File: config.mk
export PLATFORM = sky130hd
export DESIGN_NAME = pulse_emission_scheduler
export DESIGN_NICKNAME = d
export VERILOG_FILES = /design/src/rtl/pes_pkg.sv /design/src/rtl/pes_ctrl.sv /design/src/rtl/pes_datapath.sv /design/src/rtl/pulse_emission_scheduler.sv
export SDC_FILE = /design/constraint.sdc
export NUM_CORES = 2
export LEC_CHECK = 0
export BUFFER_PORTS_ARGS = -buffer_cell sky130_fd_sc_hd__buf_4
export CAP_MARGIN = 20
export CORE_ASPECT_RATIO = 1.5
export CORE_MARGIN = 4
export CORE_UTILIZATION = 59
export CTS_BUF_LIST = sky130_fd_sc_hd__clkbuf_4 sky130_fd_sc_hd__clkbuf_8
export CTS_CLUSTER_DIAMETER = 50
export CTS_CLUSTER_SIZE = 20
export DETAILED_ROUTE_END_ITERATION = 16
export MAX_ROUTING_LAYER = met4
export PLACE_DENSITY = 0.78
export SKIP_LAST_GASP = 1
export SLEW_MARGIN = 5
export SYNTH_ARGS = -nofsm -noshare
export SYNTH_HDL_FRONTEND = slang
export SYNTH_SLANG_ARGS = --single-unit
File: constraint.sdc
create_clock -name clk -period 5.9 [get_ports clk]
set_input_delay 0.295 -clock clk [delete_from_list [all_inputs] [get_ports clk]]
set_output_delay 0.295 -clock clk [all_outputs]
set_load 0.02 [all_outputs]
File: src/rtl/pes_pkg.sv
// ---------------------------------------------------------------------------
// Pulse emission scheduler package
// Widths, register indexes and controller/datapath interface types.
// ---------------------------------------------------------------------------
package pes_pkg;

  localparam int SLOT_COUNT = 16;
  localparam int SLOT_IDX_W = $clog2(SLOT_COUNT);
  localparam int PHASE_W    = 24;
  localparam int SYNC_W     = 16;
  localparam int CNT_W      = 16;
  localparam int RELEASE_W  = 16;
  localparam int FADE_W     = 16;
  localparam int IDX_OUT_W  = 4;
  localparam int CFG_IDX_W  = 8;
  localparam int CFG_DATA_W = 32;
  localparam int DIV_STEPS  = PHASE_W;
  localparam int DIV_CNT_W  = $clog2(DIV_STEPS);
  localparam int PROD_W     = (SYNC_W - 1) + PHASE_W;
  localparam int REM_W      = SYNC_W;

  localparam logic [CFG_IDX_W-1:0] REG_PHASE_INC   = CFG_IDX_W'(0);
  localparam logic [CFG_IDX_W-1:0] REG_FREE_RUN    = CFG_IDX_W'(1);
  localparam logic [CFG_IDX_W-1:0] REG_SYNC_EN     = CFG_IDX_W'(2);
  localparam logic [CFG_IDX_W-1:0] REG_BURST_COUNT = CFG_IDX_W'(3);
  localparam logic [CFG_IDX_W-1:0] REG_REST_COUNT  = CFG_IDX_W'(4);
  localparam logic [CFG_IDX_W-1:0] REG_OVERLAP     = CFG_IDX_W'(5);
  localparam logic [CFG_IDX_W-1:0] REG_MAIN_ACTIVE = CFG_IDX_W'(6);
  localparam logic [CFG_IDX_W-1:0] REG_REST_ACTIVE = CFG_IDX_W'(7);

  typedef logic [SLOT_COUNT-1:0] slot_vec_t;

  typedef struct packed {
    logic eval;
    logic div_step;
    logic commit;
  } pes_cmd_t;

  typedef struct packed {
    logic need_div;
  } pes_sts_t;

endpackage

File: src/rtl/pes_ctrl.sv
// ---------------------------------------------------------------------------
// Pulse emission scheduler controller
// Sequences evaluate, serial divide and commit; owns the result handshake.
// ---------------------------------------------------------------------------
module pes_ctrl (
  input  logic              clk,
  input  logic              rst_n,
  input  logic              in_valid,
  output logic              in_ready,
  output logic              out_valid,
  input  logic              out_ready,
  output pes_pkg::pes_cmd_t cmd,
  input  pes_pkg::pes_sts_t sts
);
  import pes_pkg::*;

  typedef enum logic [2:0] {
    S_IDLE   = 3'b001,
    S_DIV    = 3'b010,
    S_COMMIT = 3'b100
  } state_t;

  state_t               state_r, state_nxt;
  logic [DIV_CNT_W-1:0] cnt_r, cnt_nxt;
  logic                 out_valid_r, out_valid_nxt;
  logic                 out_free;

  assign in_ready  = (state_r == S_IDLE);
  assign out_valid = out_valid_r;
  assign out_free  = !out_valid_r || out_ready;

  always_comb begin
    state_nxt     = state_r;
    cnt_nxt       = cnt_r;
    out_valid_nxt = out_valid_r && !out_ready;
    cmd           = '0;
    unique case (state_r)
      S_IDLE: begin
        if (in_valid) begin
          cmd.eval  = 1'b1;
          cnt_nxt   = '0;
          state_nxt = sts.need_div ? S_DIV : S_COMMIT;
        end
      end
      S_DIV: begin
        cmd.div_step = 1'b1;
        cnt_nxt      = cnt_r + DIV_CNT_W'(1);
        if (cnt_r == DIV_CNT_W'(DIV_STEPS - 1)) begin
          state_nxt = S_COMMIT;
        end
      end
      S_COMMIT: begin
        if (out_free) begin
          cmd.commit    = 1'b1;
          out_valid_nxt = 1'b1;
          state_nxt     = S_IDLE;
        end
      end
      default: begin
        state_nxt = S_IDLE;
      end
    endcase
  end

  always_ff @(posedge clk) begin
    if (!rst_n) begin
      state_r     <= S_IDLE;
      cnt_r       <= '0;
      out_valid_r <= 1'b0;
    end else begin
      state_r     <= state_nxt;
      cnt_r       <= cnt_nxt;
      out_valid_r <= out_valid_nxt;
    end
  end

endmodule

File: src/rtl/pes_datapath.sv
// ---------------------------------------------------------------------------
// Pulse emission scheduler datapath
// Config registers, phase and sync logic, serial divider, mask and slots.
// ---------------------------------------------------------------------------
module pes_datapath (
  input  logic                                  clk,
  input  logic                                  rst_n,
  input  logic                                  cfg_we,
  input  logic [pes_pkg::CFG_IDX_W-1:0]         cfg_index,
  input  logic [pes_pkg::CFG_DATA_W-1:0]        cfg_data,
  input  logic signed [pes_pkg::SYNC_W-1:0]     in_sync_sample,
  input  logic [pes_pkg::RELEASE_W-1:0]         in_released_slots,
  input  pes_pkg::pes_cmd_t                     cmd,
  output pes_pkg::pes_sts_t                     sts,
  output logic                                  out_emitted,
  output logic                                  out_dropped,
  output logic [pes_pkg::IDX_OUT_W-1:0]         out_slot_index,
  output logic                                  out_rest_pulse,
  output logic [pes_pkg::PHASE_W-1:0]           out_start_phase,
  output logic [pes_pkg::FADE_W-1:0]            out_fade_mask
);
  import pes_pkg::*;

  // configuration
  logic [PHASE_W-1:0] phase_inc_r;
  logic               free_run_r, sync_en_r, overlap_r, main_active_r, rest_active_r;
  logic [CNT_W-1:0]   burst_count_r, rest_count_r;

  // state
  logic [PHASE_W-1:0]       emit_phase_r, emit_phase_nxt;
  logic signed [SYNC_W-1:0] last_sync_r;
  logic [CNT_W-1:0]         mask_count_r, mask_count_nxt;
  logic                     in_rest_r, in_rest_nxt;
  slot_vec_t                slot_busy_r, slot_busy_nxt;
  slot_vec_t                slot_class_r, slot_class_nxt;

  // per-item work registers
  logic                 emit_r, div_used_r;
  logic [REM_W-1:0]     rem_r, rem_nxt;
  logic [PHASE_W-1:0]   quo_r, quo_nxt;
  logic [SYNC_W-1:0]    den_r;

  // result registers
  logic                 emitted_r, dropped_r, rest_pulse_r;
  logic [IDX_OUT_W-1:0] slot_index_r;
  logic [PHASE_W-1:0]   start_phase_r;
  logic [FADE_W-1:0]    fade_mask_r;

  // evaluate
  logic [PHASE_W:0]     phase_sum;
  logic                 fr_emit, sync_ok, neg_cross, zero_cross;
  logic [PHASE_W-1:0]   phase_eval;
  logic [PROD_W-1:0]    prod;
  logic [SYNC_W:0]      den_full;
  slot_vec_t            rel_slots;

  assign phase_sum  = {1'b0, emit_phase_r} + {1'b0, phase_inc_r};
  assign fr_emit    = free_run_r && phase_sum[PHASE_W];
  assign sync_ok    = sync_en_r && !in_sync_sample[SYNC_W-1];
  assign neg_cross  = sync_ok && last_sync_r[SYNC_W-1];
  assign zero_cross = sync_ok && !last_sync_r[SYNC_W-1] && (last_sync_r != '0)
                      && (in_sync_sample == '0);
  assign phase_eval = zero_cross ? '0 :
                      (free_run_r ? phase_sum[PHASE_W-1:0] : emit_phase_r);
  assign prod       = PROD_W'(in_sync_sample[SYNC_W-2:0]) * PROD_W'(phase_inc_r);
  assign den_full   = {in_sync_sample[SYNC_W-1], in_sync_sample}
                      - {last_sync_r[SYNC_W-1], last_sync_r};
  assign rel_slots  = SLOT_COUNT'(in_released_slots);
  assign sts.need_div = neg_cross;

  // divide step
  logic [REM_W:0] trial;
  assign trial = {rem_r, quo_r[PHASE_W-1]} - {1'b0, den_r};

  // commit
  logic [PHASE_W-1:0]    phase_c;
  logic [CNT_W-1:0]      mask_max;
  logic [CNT_W:0]        cnt_inc;
  logic                  cls, wrap, active, any_free, do_emit, do_drop;
  slot_vec_t             free_slots, new_bit, same_cls, fade;
  logic [SLOT_IDX_W-1:0] free_idx;

  assign phase_c    = div_used_r ? quo_r : emit_phase_r;
  assign mask_max   = in_rest_r ? rest_count_r : burst_count_r;
  assign cls        = in_rest_r ^ (mask_max == '0);
  assign cnt_inc    = {1'b0, mask_count_r} + (CNT_W + 1)'(1);
  assign wrap       = (cnt_inc >= {1'b0, mask_max});
  assign active     = cls ? rest_active_r : main_active_r;
  assign free_slots = ~slot_busy_r;
  assign any_free   = |free_slots;
  assign do_emit    = emit_r && active && any_free;
  assign do_drop    = emit_r && active && !any_free;
  assign same_cls   = cls ? slot_class_r : ~slot_class_r;

  always_comb begin
    free_idx = '0;
    for (int i = SLOT_COUNT - 1; i >= 0; i--) begin
      if (free_slots[i]) begin
        free_idx = SLOT_IDX_W'(i);
      end
    end
  end

  assign new_bit = slot_vec_t'(1) << free_idx;
  assign fade    = overlap_r ? '0 : (slot_busy_r & same_cls & ~new_bit);

  always_comb begin
    emit_phase_nxt = emit_phase_r;
    mask_count_nxt = mask_count_r;
    in_rest_nxt    = in_rest_r;
    slot_busy_nxt  = slot_busy_r;
    slot_class_nxt = slot_class_r;
    rem_nxt        = rem_r;
    quo_nxt        = quo_r;
    if (cfg_we && (cfg_index == REG_FREE_RUN) && (cfg_data[0] != free_run_r)) begin
      emit_phase_nxt = '0;
    end
    if (cmd.eval) begin
      emit_phase_nxt = phase_eval;
      slot_busy_nxt  = slot_busy_r & ~rel_slots;
      rem_nxt        = REM_W'(prod[PROD_W-1:PHASE_W]);
      quo_nxt        = prod[PHASE_W-1:0];
    end
    if (cmd.div_step) begin
      if (!trial[REM_W]) begin
        rem_nxt = trial[REM_W-1:0];
      end else begin
        rem_nxt = {rem_r[REM_W-2:0], quo_r[PHASE_W-1]};
      end
      quo_nxt = {quo_r[PHASE_W-2:0], !trial[REM_W]};
    end
    if (cmd.commit) begin
      emit_phase_nxt = phase_c;
      if (emit_r) begin
        mask_count_nxt = wrap ? '0 : cnt_inc[CNT_W-1:0];
        in_rest_nxt    = cls ^ wrap;
      end
      if (do_emit) begin
        slot_busy_nxt  = slot_busy_r | new_bit;
        slot_class_nxt = cls ? (slot_class_r | new_bit) : (slot_class_r & ~new_bit);
      end
    end
  end

  always_ff @(posedge clk) begin
    if (!rst_n) begin
      phase_inc_r   <= '0;
      free_run_r    <= 1'b1;
      sync_en_r     <= 1'b0;
      burst_count_r <= CNT_W'(1);
      rest_count_r  <= '0;
      overlap_r     <= 1'b0;
      main_active_r <= 1'b1;
      rest_active_r <= 1'b1;
      emit_phase_r  <= '0;
      last_sync_r   <= '0;
      mask_count_r  <= '0;
      in_rest_r     <= 1'b0;
      slot_busy_r   <= '0;
      slot_class_r  <= '0;
      emit_r        <= 1'b0;
      div_used_r    <= 1'b0;
    end else begin
      if (cfg_we) begin
        unique case (cfg_index)
          REG_PHASE_INC:   phase_inc_r   <= cfg_data[PHASE_W-1:0];
          REG_FREE_RUN:    free_run_r    <= cfg_data[0];
          REG_SYNC_EN:     sync_en_r     <= cfg_data[0];
          REG_BURST_COUNT: burst_count_r <= cfg_data[CNT_W-1:0];
          REG_REST_COUNT:  rest_count_r  <= cfg_data[CNT_W-1:0];
          REG_OVERLAP:     overlap_r     <= cfg_data[0];
          REG_MAIN_ACTIVE: main_active_r <= cfg_data[0];
          REG_REST_ACTIVE: rest_active_r <= cfg_data[0];
          default: begin
          end
        endcase
      end
      emit_phase_r <= emit_phase_nxt;
      mask_count_r <= mask_count_nxt;
      in_rest_r    <= in_rest_nxt;
      slot_busy_r  <= slot_busy_nxt;
      slot_class_r <= slot_class_nxt;
      if (cmd.eval) begin
        last_sync_r <= in_sync_sample;
        emit_r      <= fr_emit || neg_cross || zero_cross;
        div_used_r  <= neg_cross;
      end
    end
  end

  always_ff @(posedge clk) begin
    rem_r <= rem_nxt;
    quo_r <= quo_nxt;
    if (cmd.eval) begin
      den_r <= den_full[SYNC_W-1:0];
    end
    if (cmd.commit) begin
      emitted_r     <= do_emit;
      dropped_r     <= do_drop;
      slot_index_r  <= do_emit ? IDX_OUT_W'(free_idx) : '0;
      rest_pulse_r  <= (do_emit || do_drop) ? cls : 1'b0;
      start_phase_r <= (do_emit || do_drop) ? phase_c : '0;
      fade_mask_r   <= do_emit ? FADE_W'(fade) : '0;
    end
  end

  assign out_emitted     = emitted_r;
  assign out_dropped     = dropped_r;
  assign out_slot_index  = slot_index_r;
  assign out_rest_pulse  = rest_pulse_r;
  assign out_start_phase = start_phase_r;
  assign out_fade_mask   = fade_mask_r;

endmodule

File: src/rtl/pulse_emission_scheduler.sv
// ---------------------------------------------------------------------------
// Pulse emission scheduler
// Per-tick phase, sync and burst-mask emission with lowest-free slot
// allocation and same-class fade flags.
// ---------------------------------------------------------------------------
//  channel | direction | handshake            | word
//  in_     | input     | in_valid/in_ready    | sync_sample, released_slots
//  out_    | output    | out_valid/out_ready  | emitted .. fade_mask
//  cfg_    | input     | cfg_valid/cfg_ready  | cfg_index, cfg_data
//
//  An input word is evaluated on accept and written to the result register at
//  commit; a sync crossing from a negative sample first runs the 24-step serial
//  divide between the two.
//  One word is in work at a time; the next is accepted after commit, while
//  the previous result may still wait in the output register.
//  Commit stalls while the output register holds an untaken result.
//  Reset is synchronous (rst_n low) and needs no clearing pass; cfg_ready is
//  always high.
// ---------------------------------------------------------------------------
module pulse_emission_scheduler (
  input  logic                                  clk,
  input  logic                                  rst_n,
  input  logic                                  cfg_valid,
  output logic                                  cfg_ready,
  input  logic [pes_pkg::CFG_IDX_W-1:0]         cfg_index,
  input  logic [pes_pkg::CFG_DATA_W-1:0]        cfg_data,
  input  logic                                  in_valid,
  output logic                                  in_ready,
  input  logic signed [pes_pkg::SYNC_W-1:0]     in_sync_sample,
  input  logic [pes_pkg::RELEASE_W-1:0]         in_released_slots,
  output logic                                  out_valid,
  input  logic                                  out_ready,
  output logic                                  out_emitted,
  output logic                                  out_dropped,
  output logic [pes_pkg::IDX_OUT_W-1:0]         out_slot_index,
  output logic                                  out_rest_pulse,
  output logic [pes_pkg::PHASE_W-1:0]           out_start_phase,
  output logic [pes_pkg::FADE_W-1:0]            out_fade_mask
);
  import pes_pkg::*;

  pes_cmd_t cmd;
  pes_sts_t sts;

  assign cfg_ready = 1'b1;

  pes_ctrl u_ctrl (
    .clk       (clk),
    .rst_n     (rst_n),
    .in_valid  (in_valid),
    .in_ready  (in_ready),
    .out_valid (out_valid),
    .out_ready (out_ready),
    .cmd       (cmd),
    .sts       (sts)
  );

  pes_datapath u_datapath (
    .clk               (clk),
    .rst_n             (rst_n),
    .cfg_we            (cfg_valid && cfg_ready),
    .cfg_index         (cfg_index),
    .cfg_data          (cfg_data),
    .in_sync_sample    (in_sync_sample),
    .in_released_slots (in_released_slots),
    .cmd               (cmd),
    .sts               (sts),
    .out_emitted       (out_emitted),
    .out_dropped       (out_dropped),
    .out_slot_index    (out_slot_index),
    .out_rest_pulse    (out_rest_pulse),
    .out_start_phase   (out_start_phase),
    .out_fade_mask     (out_fade_mask)
  );

endmodule

======== Word level (Yosys, flattened, before mapping) ========
Index checks and enable logic that the tools add are counted.
operators by class
  muxes and demuxes ....................... 49
  add/sub/neg operators ................... 5
  magnitude comparators ................... 1
  reductions and logical operators ........ 44
  multiply operators ...................... 1
  shifts and indexed selects .............. 1
  bitwise operators ....................... 13
  eq/ne operators ......................... 16
operators with widths
  operator                                              count
  two-way mux 24 bit                                    8
  two-way mux 16 bit                                    10
  bitwise AND 16 bit                                    4
  two-way mux 4 bit                                     16
  NOT 16 bit                                            4
  multiplier 15 x 24 -> 39 bit                          1
  equality test 8 x 3 -> 1 bit (second input constant)  4
  zero test 16 bit                                      2
  OR 16 bit                                             2
  adder 24 x 24 -> 25 bit                               1
  AND reduction 2 bit                                   12
  adder 16 x 1 -> 17 bit (second input constant)        1
  >= comparator 17 x 16 -> 1 bit                        1
  subtractor 17 x 16 -> 17 bit                          1
  equality test 8 x 2 -> 1 bit (second input constant)  2
  nonzero test 16 bit                                   1
  OR reduction 16 bit                                   1
  << shifter 1 x 4 -> 16 bit (first input constant)     1
  subtractor 16 bit                                     1
  logical AND 1 bit                                     12
  two-way mux 3 bit                                     4
  one-hot mux 5 bit (2 select lines)                    1
  one-hot mux 3 bit (3 select lines)                    1
  equality test 8 x 1 -> 1 bit (second input constant)  1
  other kinds (20)                                      38
storage, ports and cells
  input port bits ......................... 77
  word-level logic and storage cells ...... 158
  bits in registers ....................... 264
  output and inout port bits .............. 50

======== Longest topological paths before layout ========
  word-level depth ........................ 21
  depth in mapped cells ................... 25
  gate-level depth less buffers ........... 23

======== By module ========
A second synthesis with hierarchy kept.
second synthesis, totals
  cell total of the unflattened synthesis .. 2900
  area, all modules ....................... 26183.9 µm²
by module, submodules not included
  module                    cells an instance  seq. area each (µm²)  times used  area each (µm²)
  pes_datapath              2836               6135.9                1           25619.6
  pes_ctrl                  62                 180.2                 1           553.0
  pulse_emission_scheduler  2                  0.0                   1           11.3

======== Least setup slack after synthesis ========
No wires, ideal clock.
  kind .................................... input-to-reg
  start ................................... input in_sync_sample[6] (netlist name)
  end ..................................... register u_datapath.rem_r[12] (data pin)
  slack ................................... -375 ps
  required time ........................... 5629 ps
  path buffers ............................ 3
  arrival time ............................ 6005 ps
  stages .................................. 21
  setup time .............................. 271 ps
  path through ............................ clkbuf_1 > clkbuf_1 > nand2_1 > fa_1 > fa_1 > fa_1 > inv_1 > fa_1 > fa_1 > fa_1 > ha_1 > clkbuf_1 > a21oi_1 > o21ai_0 > a21oi_1 > o21ai_0 > a2111oi_2 > o21ai_0 > a311o_1 > nand2_1 > a21oi_1
on the way
  word-level cells in the longest chain between the ends .. 3
RTL lines
  item                              line                            text
  start: declaration                pulse_emission_scheduler.sv:29  input logic signed [pes_pkg::SYNC_W-1:0] in_sync_sample,
  multiplier 15 x 24 -> 39 bit      pes_datapath.sv:65              assign prod = PROD_W'(in_sync_sample[SYNC_W-2:0]) * PROD_W'(phase_inc_r);
  two-way mux 16 bit                pes_datapath.sv:118             if (cmd.eval) begin
  two-way mux 16 bit                pes_datapath.sv:124             if (cmd.div_step) begin
  named net u_datapath.rem_nxt[12]  pes_datapath.sv:39              logic [REM_W-1:0] rem_r, rem_nxt;
  end signal: assignment            pes_datapath.sv:192             rem_r <= rem_nxt;
  end: declaration                  pes_datapath.sv:39
The timed path passes the listed nets, and every way through them passes these cells. The select of a mux whose other input is x is not followed.
A chain may end at the register's enable or synchronous reset.

======== Final worst setup path ========
  start ................................... register u_datapath.phase_inc_r[13]
  end ..................................... register u_datapath.quo_r[23] (data pin)
on the way
  word-level cells in the longest chain between the ends .. 3
RTL lines
  item                              line                 text
  start: declaration                pes_datapath.sv:25   logic [PHASE_W-1:0] phase_inc_r;
  start signal: assignment          pes_datapath.sv:166  REG_PHASE_INC: phase_inc_r <= cfg_data[PHASE_W-1:0];
  multiplier 15 x 24 -> 39 bit      pes_datapath.sv:65
  two-way mux 24 bit                pes_datapath.sv:118
  two-way mux 24 bit                pes_datapath.sv:124
  named net u_datapath.quo_nxt[23]  pes_datapath.sv:40   logic [PHASE_W-1:0] quo_r, quo_nxt;
  end signal: assignment            pes_datapath.sv:193  quo_r <= quo_nxt;
  end: declaration                  pes_datapath.sv:40
The timed path passes the listed nets, and every way through them passes these cells. The select of a mux whose other input is x is not followed.

==> summary by stage <==
Logic synthesis
After synthesis the cells add up to 25900 um2. The average footprint of a synthesized cell is a little under 9 um2. The sequential cell area fraction in the yosys report is 24.4%.

The number of enable-type register cells in the synthesized netlist is a little over 100. Ranked by instance count, the synthesized netlist is headed by sky130_fd_sc_hd__nand2_1 (475), sky130_fd_sc_hd__inv_1 (371), sky130_fd_sc_hd__fa_1 (287). In this run, synthesis produced a sequential element count of about 260.

The count of distinct cell types in the synthesized netlist is 84. The most instantiated library cell after synthesis is sky130_fd_sc_hd__nand2_1. During synthesis, Yosys emitted a total of 0 warnings. By area the synthesized netlist is led by sky130_fd_sc_hd__fa_1 (22%), sky130_fd_sc_hd__dfxtp_1 (12%), sky130_fd_sc_hd__edfxtp_1 (12%). The leading register cell type out of synthesis is sky130_fd_sc_hd__dfxtp_1.

The top cell type's share of synthesized area is 22.2%. Of all flip-flops after synthesis, the portion carrying an async set or reset was 0%. When the netlist entered floorplanning its net count stood at roughly 3500. Of all cell types, the one taking the most synthesized area is sky130_fd_sc_hd__fa_1. The cell count after synthesis came out at 2975.

Route
Summed over all layers, the routed wires come to just under 80 mm. Detailed routing inserted a total of 22800 vias. In this run, the number of DRC markers left after iteration 0 of detailed routing was 1466. After detailed routing, the number of remaining DRC violations is 0. The final antenna-violating net count is 0. The first detailed-routing pass took 7 iterations. The mean routed wirelength per cell is 20.3 um. The number of vias per cell after detailed routing is ~6.

Clocking
The longest clock path from root to sink contains 3 buffers. At the later pin of the worst-skew pair, clock insertion delay measures 600 ps. TritonCTS built the clock tree. Clock-pin slew was measured on the worst setup and hold paths at 120 ps.

In this run the number of H-tree levels came out at 1. Clock tree synthesis inserted a total of 21 buffers. The number of sinks on the clock net is 264. The clock root buffer is sky130_fd_sc_hd__clkbuf_8.

Critical path
The origin of the worst setup path is u_datapath.phase_inc_r[13]. The required time of the worst setup path is between 6000 and 7000 ps. The endpoint identified for the worst register-to-register timing path is u_datapath.quo_r[23]. Along the worst path, the maximum fanout reaches 15. The type of destination of the critical path is a flop. The cell family contributing the most delay on the critical path is adder cells. The largest stage delay on the critical path is 560 ps. The arrival time of data at the critical path endpoint is 6620 ps.

The kind of launch point of the worst setup path is a flop. The critical path ends at u_datapath.quo_r[23]. The reg-to-reg setup timing slack is -300 ps. The number of cells on the worst reg-to-reg path is 25. Together, buffers and inverters on the worst path number 10.

In this run the number of cells on the critical path is 25. The slowest stage of the critical path belongs to the cell sky130_fd_sc_hd__fa_1. The startpoint identified for the worst register-to-register timing path is u_datapath.phase_inc_r[13]. The worst setup path is of the flop to flop kind.

Layout
The post-route netlist has between 15 and 20% of its cells at a drive strength greater than 1. The final layout contains 3781 nets. The multi-input combinational cells in the finished layout cover a total of 18300 um2.

Relative to the synthesized area, the layout overhead comes to 17.2%. At the end of the flow the core is filled with cells to 70.4%. The filler cells instantiated in the layout total about 3200. The sequential cells in the finished layout cover a total of 6380 um2.

Global route
The number of antenna violations at the first check in global routing is 2. Entering global routing, the biggest net connects 60 pins. The via count of the first global-routing pass is between 20000 and 25000. Global routing consumed, over all layers together, 33.0% of the routing resources.

The first global-routing pass estimated 122 mm of wire. After global routing the overflow that remains totals 0.

Placed design
The last weighted congestion value of the routability-driven placer is 1.01. The half-perimeter wire length of the detailed placement result is about 59 mm. Port buffering added approximately 120 buffers.

Die
The starting density of the core is 60.1%. The die extent in y is 265 um. The area enclosed by the die boundary is 47400 um2.

The core region area is 43200 um2. After floorplanning, the core was divided into 93 placement rows. The horizontal die dimension is 179 um. Pin placement for this block handled 127 I/O pins.

STA
Setup repair after global routing could not meet its margin everywhere. Hold is met by 23.9 ps. The post-route worst setup slack is -299 ps.

For the pin with the worst max-slew slack, the measured transition is between 1000 and 1500 ps. The clock period minus worst slack is 6200 ps. The number of max-slew violations in the final report is 0. Setup violations remaining at the end of the flow were counted as 19.

The count of endpoints failing hold in the final timing report is 0. The relative slew slack is between 20% and 30%. The maximum operating frequency is approximately 160 MHz. The worst path uses 105% of the clock period.

The worst clock skew is 26.2 ps.

Power
For this design the static power due to leakage is 13.5 nW. The cell area power density is 127 nW/um2. The maximum resistive drop on vdd is 0.157 mV.

Run status
The checks that failed: negative setup slack. The run finished, with violations left.

Flow run
The number of maximum-capacitance violations is 0.

Min path
The path class of the tightest hold or removal check is input port to flop.
metal layers:
metal | global-route usage [%] | up-vias | part of all wire, %
li1 | - | 10300 | -
met1 | 36.8 | 11200 | 36
met2 | 57.9 | 943 | 52
met3 | 3.02 | 302 | 5.7
met4 | 17.6 | 0 | 7.0
met5 | - | - | 0
how the worst min path moves through the flow:
| stage | start | end | depth (start not counted) |
|---|---|---|---|
| after global placement | u_ctrl.cnt_r[4] | u_ctrl.cnt_r[4] | 1 |
| after global routing | cfg_data[18] | u_datapath.phase_inc_r[18] | 3 |
| after detailed placement | u_datapath.burst_count_r[2] | u_datapath.burst_count_r[2] | 2 |
| final | cfg_data[18] | u_datapath.phase_inc_r[18] | 3 |
| after floorplan | cfg_data[12] | u_datapath.burst_count_r[12] | 2 |
| after CTS | in_released_slots[2] | u_datapath.slot_busy_r[2] | 4 |
worst reg2reg max path, delay by kind of cell, from the launching register on:
kind | cells | cell delay [ps]
adder cells (fa/ha/maj) | 7 | 3280
AO/OA/AOI/OAI | 5 | 1040
buffers and inverters | 10 | 1020
flip-flops | 1 | 360
AND/OR/NAND/NOR | 3 | 320
flip-flops by register name, indices dropped and copies added, names as in the netlist, 5 cells and up, named ones only:
signal                      cells
u_datapath.emit_phase_r        24
u_datapath.out_start_phase     24
u_datapath.phase_inc_r         24
u_datapath.quo_r               24
u_datapath.burst_count_r       16
u_datapath.den_r               16
u_datapath.last_sync_r         16
u_datapath.mask_count_r        16
u_datapath.out_fade_mask       16
u_datapath.rem_r               16
u_datapath.rest_count_r        16
u_datapath.slot_busy_r         16
u_ctrl.cnt_r                    5
layout make-up:
type / instances / area share [%]
Antenna cell: 2 / 0.0165
Clock buffer: 26 / 1.10
Clock inverter: 11 / 0.552
Inverter: 373 / 4.62
Multi-Input combinational cell: 2197 / 60.2
Sequential cell: 264 / 21.0
Tap cell: 570 / 2.35
Timing Repair Buffer: 384 / 10.2
kinds of logic after synthesis:
logic type,count (synthesis),synth area share [%]
muxes,66,2.60
DFF,264,24.4
and+or+nand+nor,1051,19.3
buffers and inverters,514,7.48
AOI/OAI and AO/OA,526,12.6
xor gates and xnor gates,90,3.07
adders and majority gates,463,30.6
other,1,0.0145
timing repair:
item	CTS	global route
endpoints found under the hold margin	43	0
resized for setup	112	66
gates cloned	0	1
endpoints found under the setup margin	20	19
pin swaps	61	48
hold buffers	22	0
buffers inserted	19	18
placed cells by master (no fill, tap or decap), drive strengths merged, types with 5 or more instances in the layout:
| cell | count |
|---|---|
| buf | 361 |
| a21o | 35 |
| nor3 | 36 |
| a31oi | 14 |
| nand2b | 14 |
| nand2 | 475 |
| nor2b | 20 |
| a21oi | 212 |
| xnor2 | 57 |
| edfxtp | 103 |
| a211oi | 24 |
| a22oi | 12 |
| ha | 176 |
| nor4 | 23 |
| or3 | 26 |
| o31ai | 11 |
| inv | 377 |
| nand4 | 20 |
| nor2 | 145 |
| nand3 | 42 |
| clkbuf | 27 |
| o22ai | 13 |
| mux2i | 59 |
| o21ai | 90 |
| xor2 | 33 |
| o21a | 27 |
| dfxtp | 161 |
| fa | 287 |
| or2 | 5 |
| and2 | 183 |
| o211ai | 14 |
| nand3b | 7 |
| a2111oi | 7 |
| o21bai | 8 |
| mux2 | 7 |
| dlygate4sd3 | 22 |
| and3 | 38 |
| a22o | 8 |
| a21boi | 11 |
report_power, final:
part	internal [W]	switching, W
registers	0.00195	0.0000416
logic	0.000265	0.000410
clock network	0.000497	0.000699
total	0.00271	0.00115
metrics by stage:
stage	TNS, ps	worst slack (ps)	power (W)	cells	cell area, um2
floorplan	0	2.00	0.00245	2975	26000
global placement	-4900	-453	0.00266	3729	28700
detailed placement	-6870	-571	0.00268	3729	28700
CTS	-1440	-173	0.00386	3807	30000
global route	-6070	-421	0.00401	3827	30400
finish	-3330	-299	0.00386	3827	30400
(Power assumes the default switching activity.)
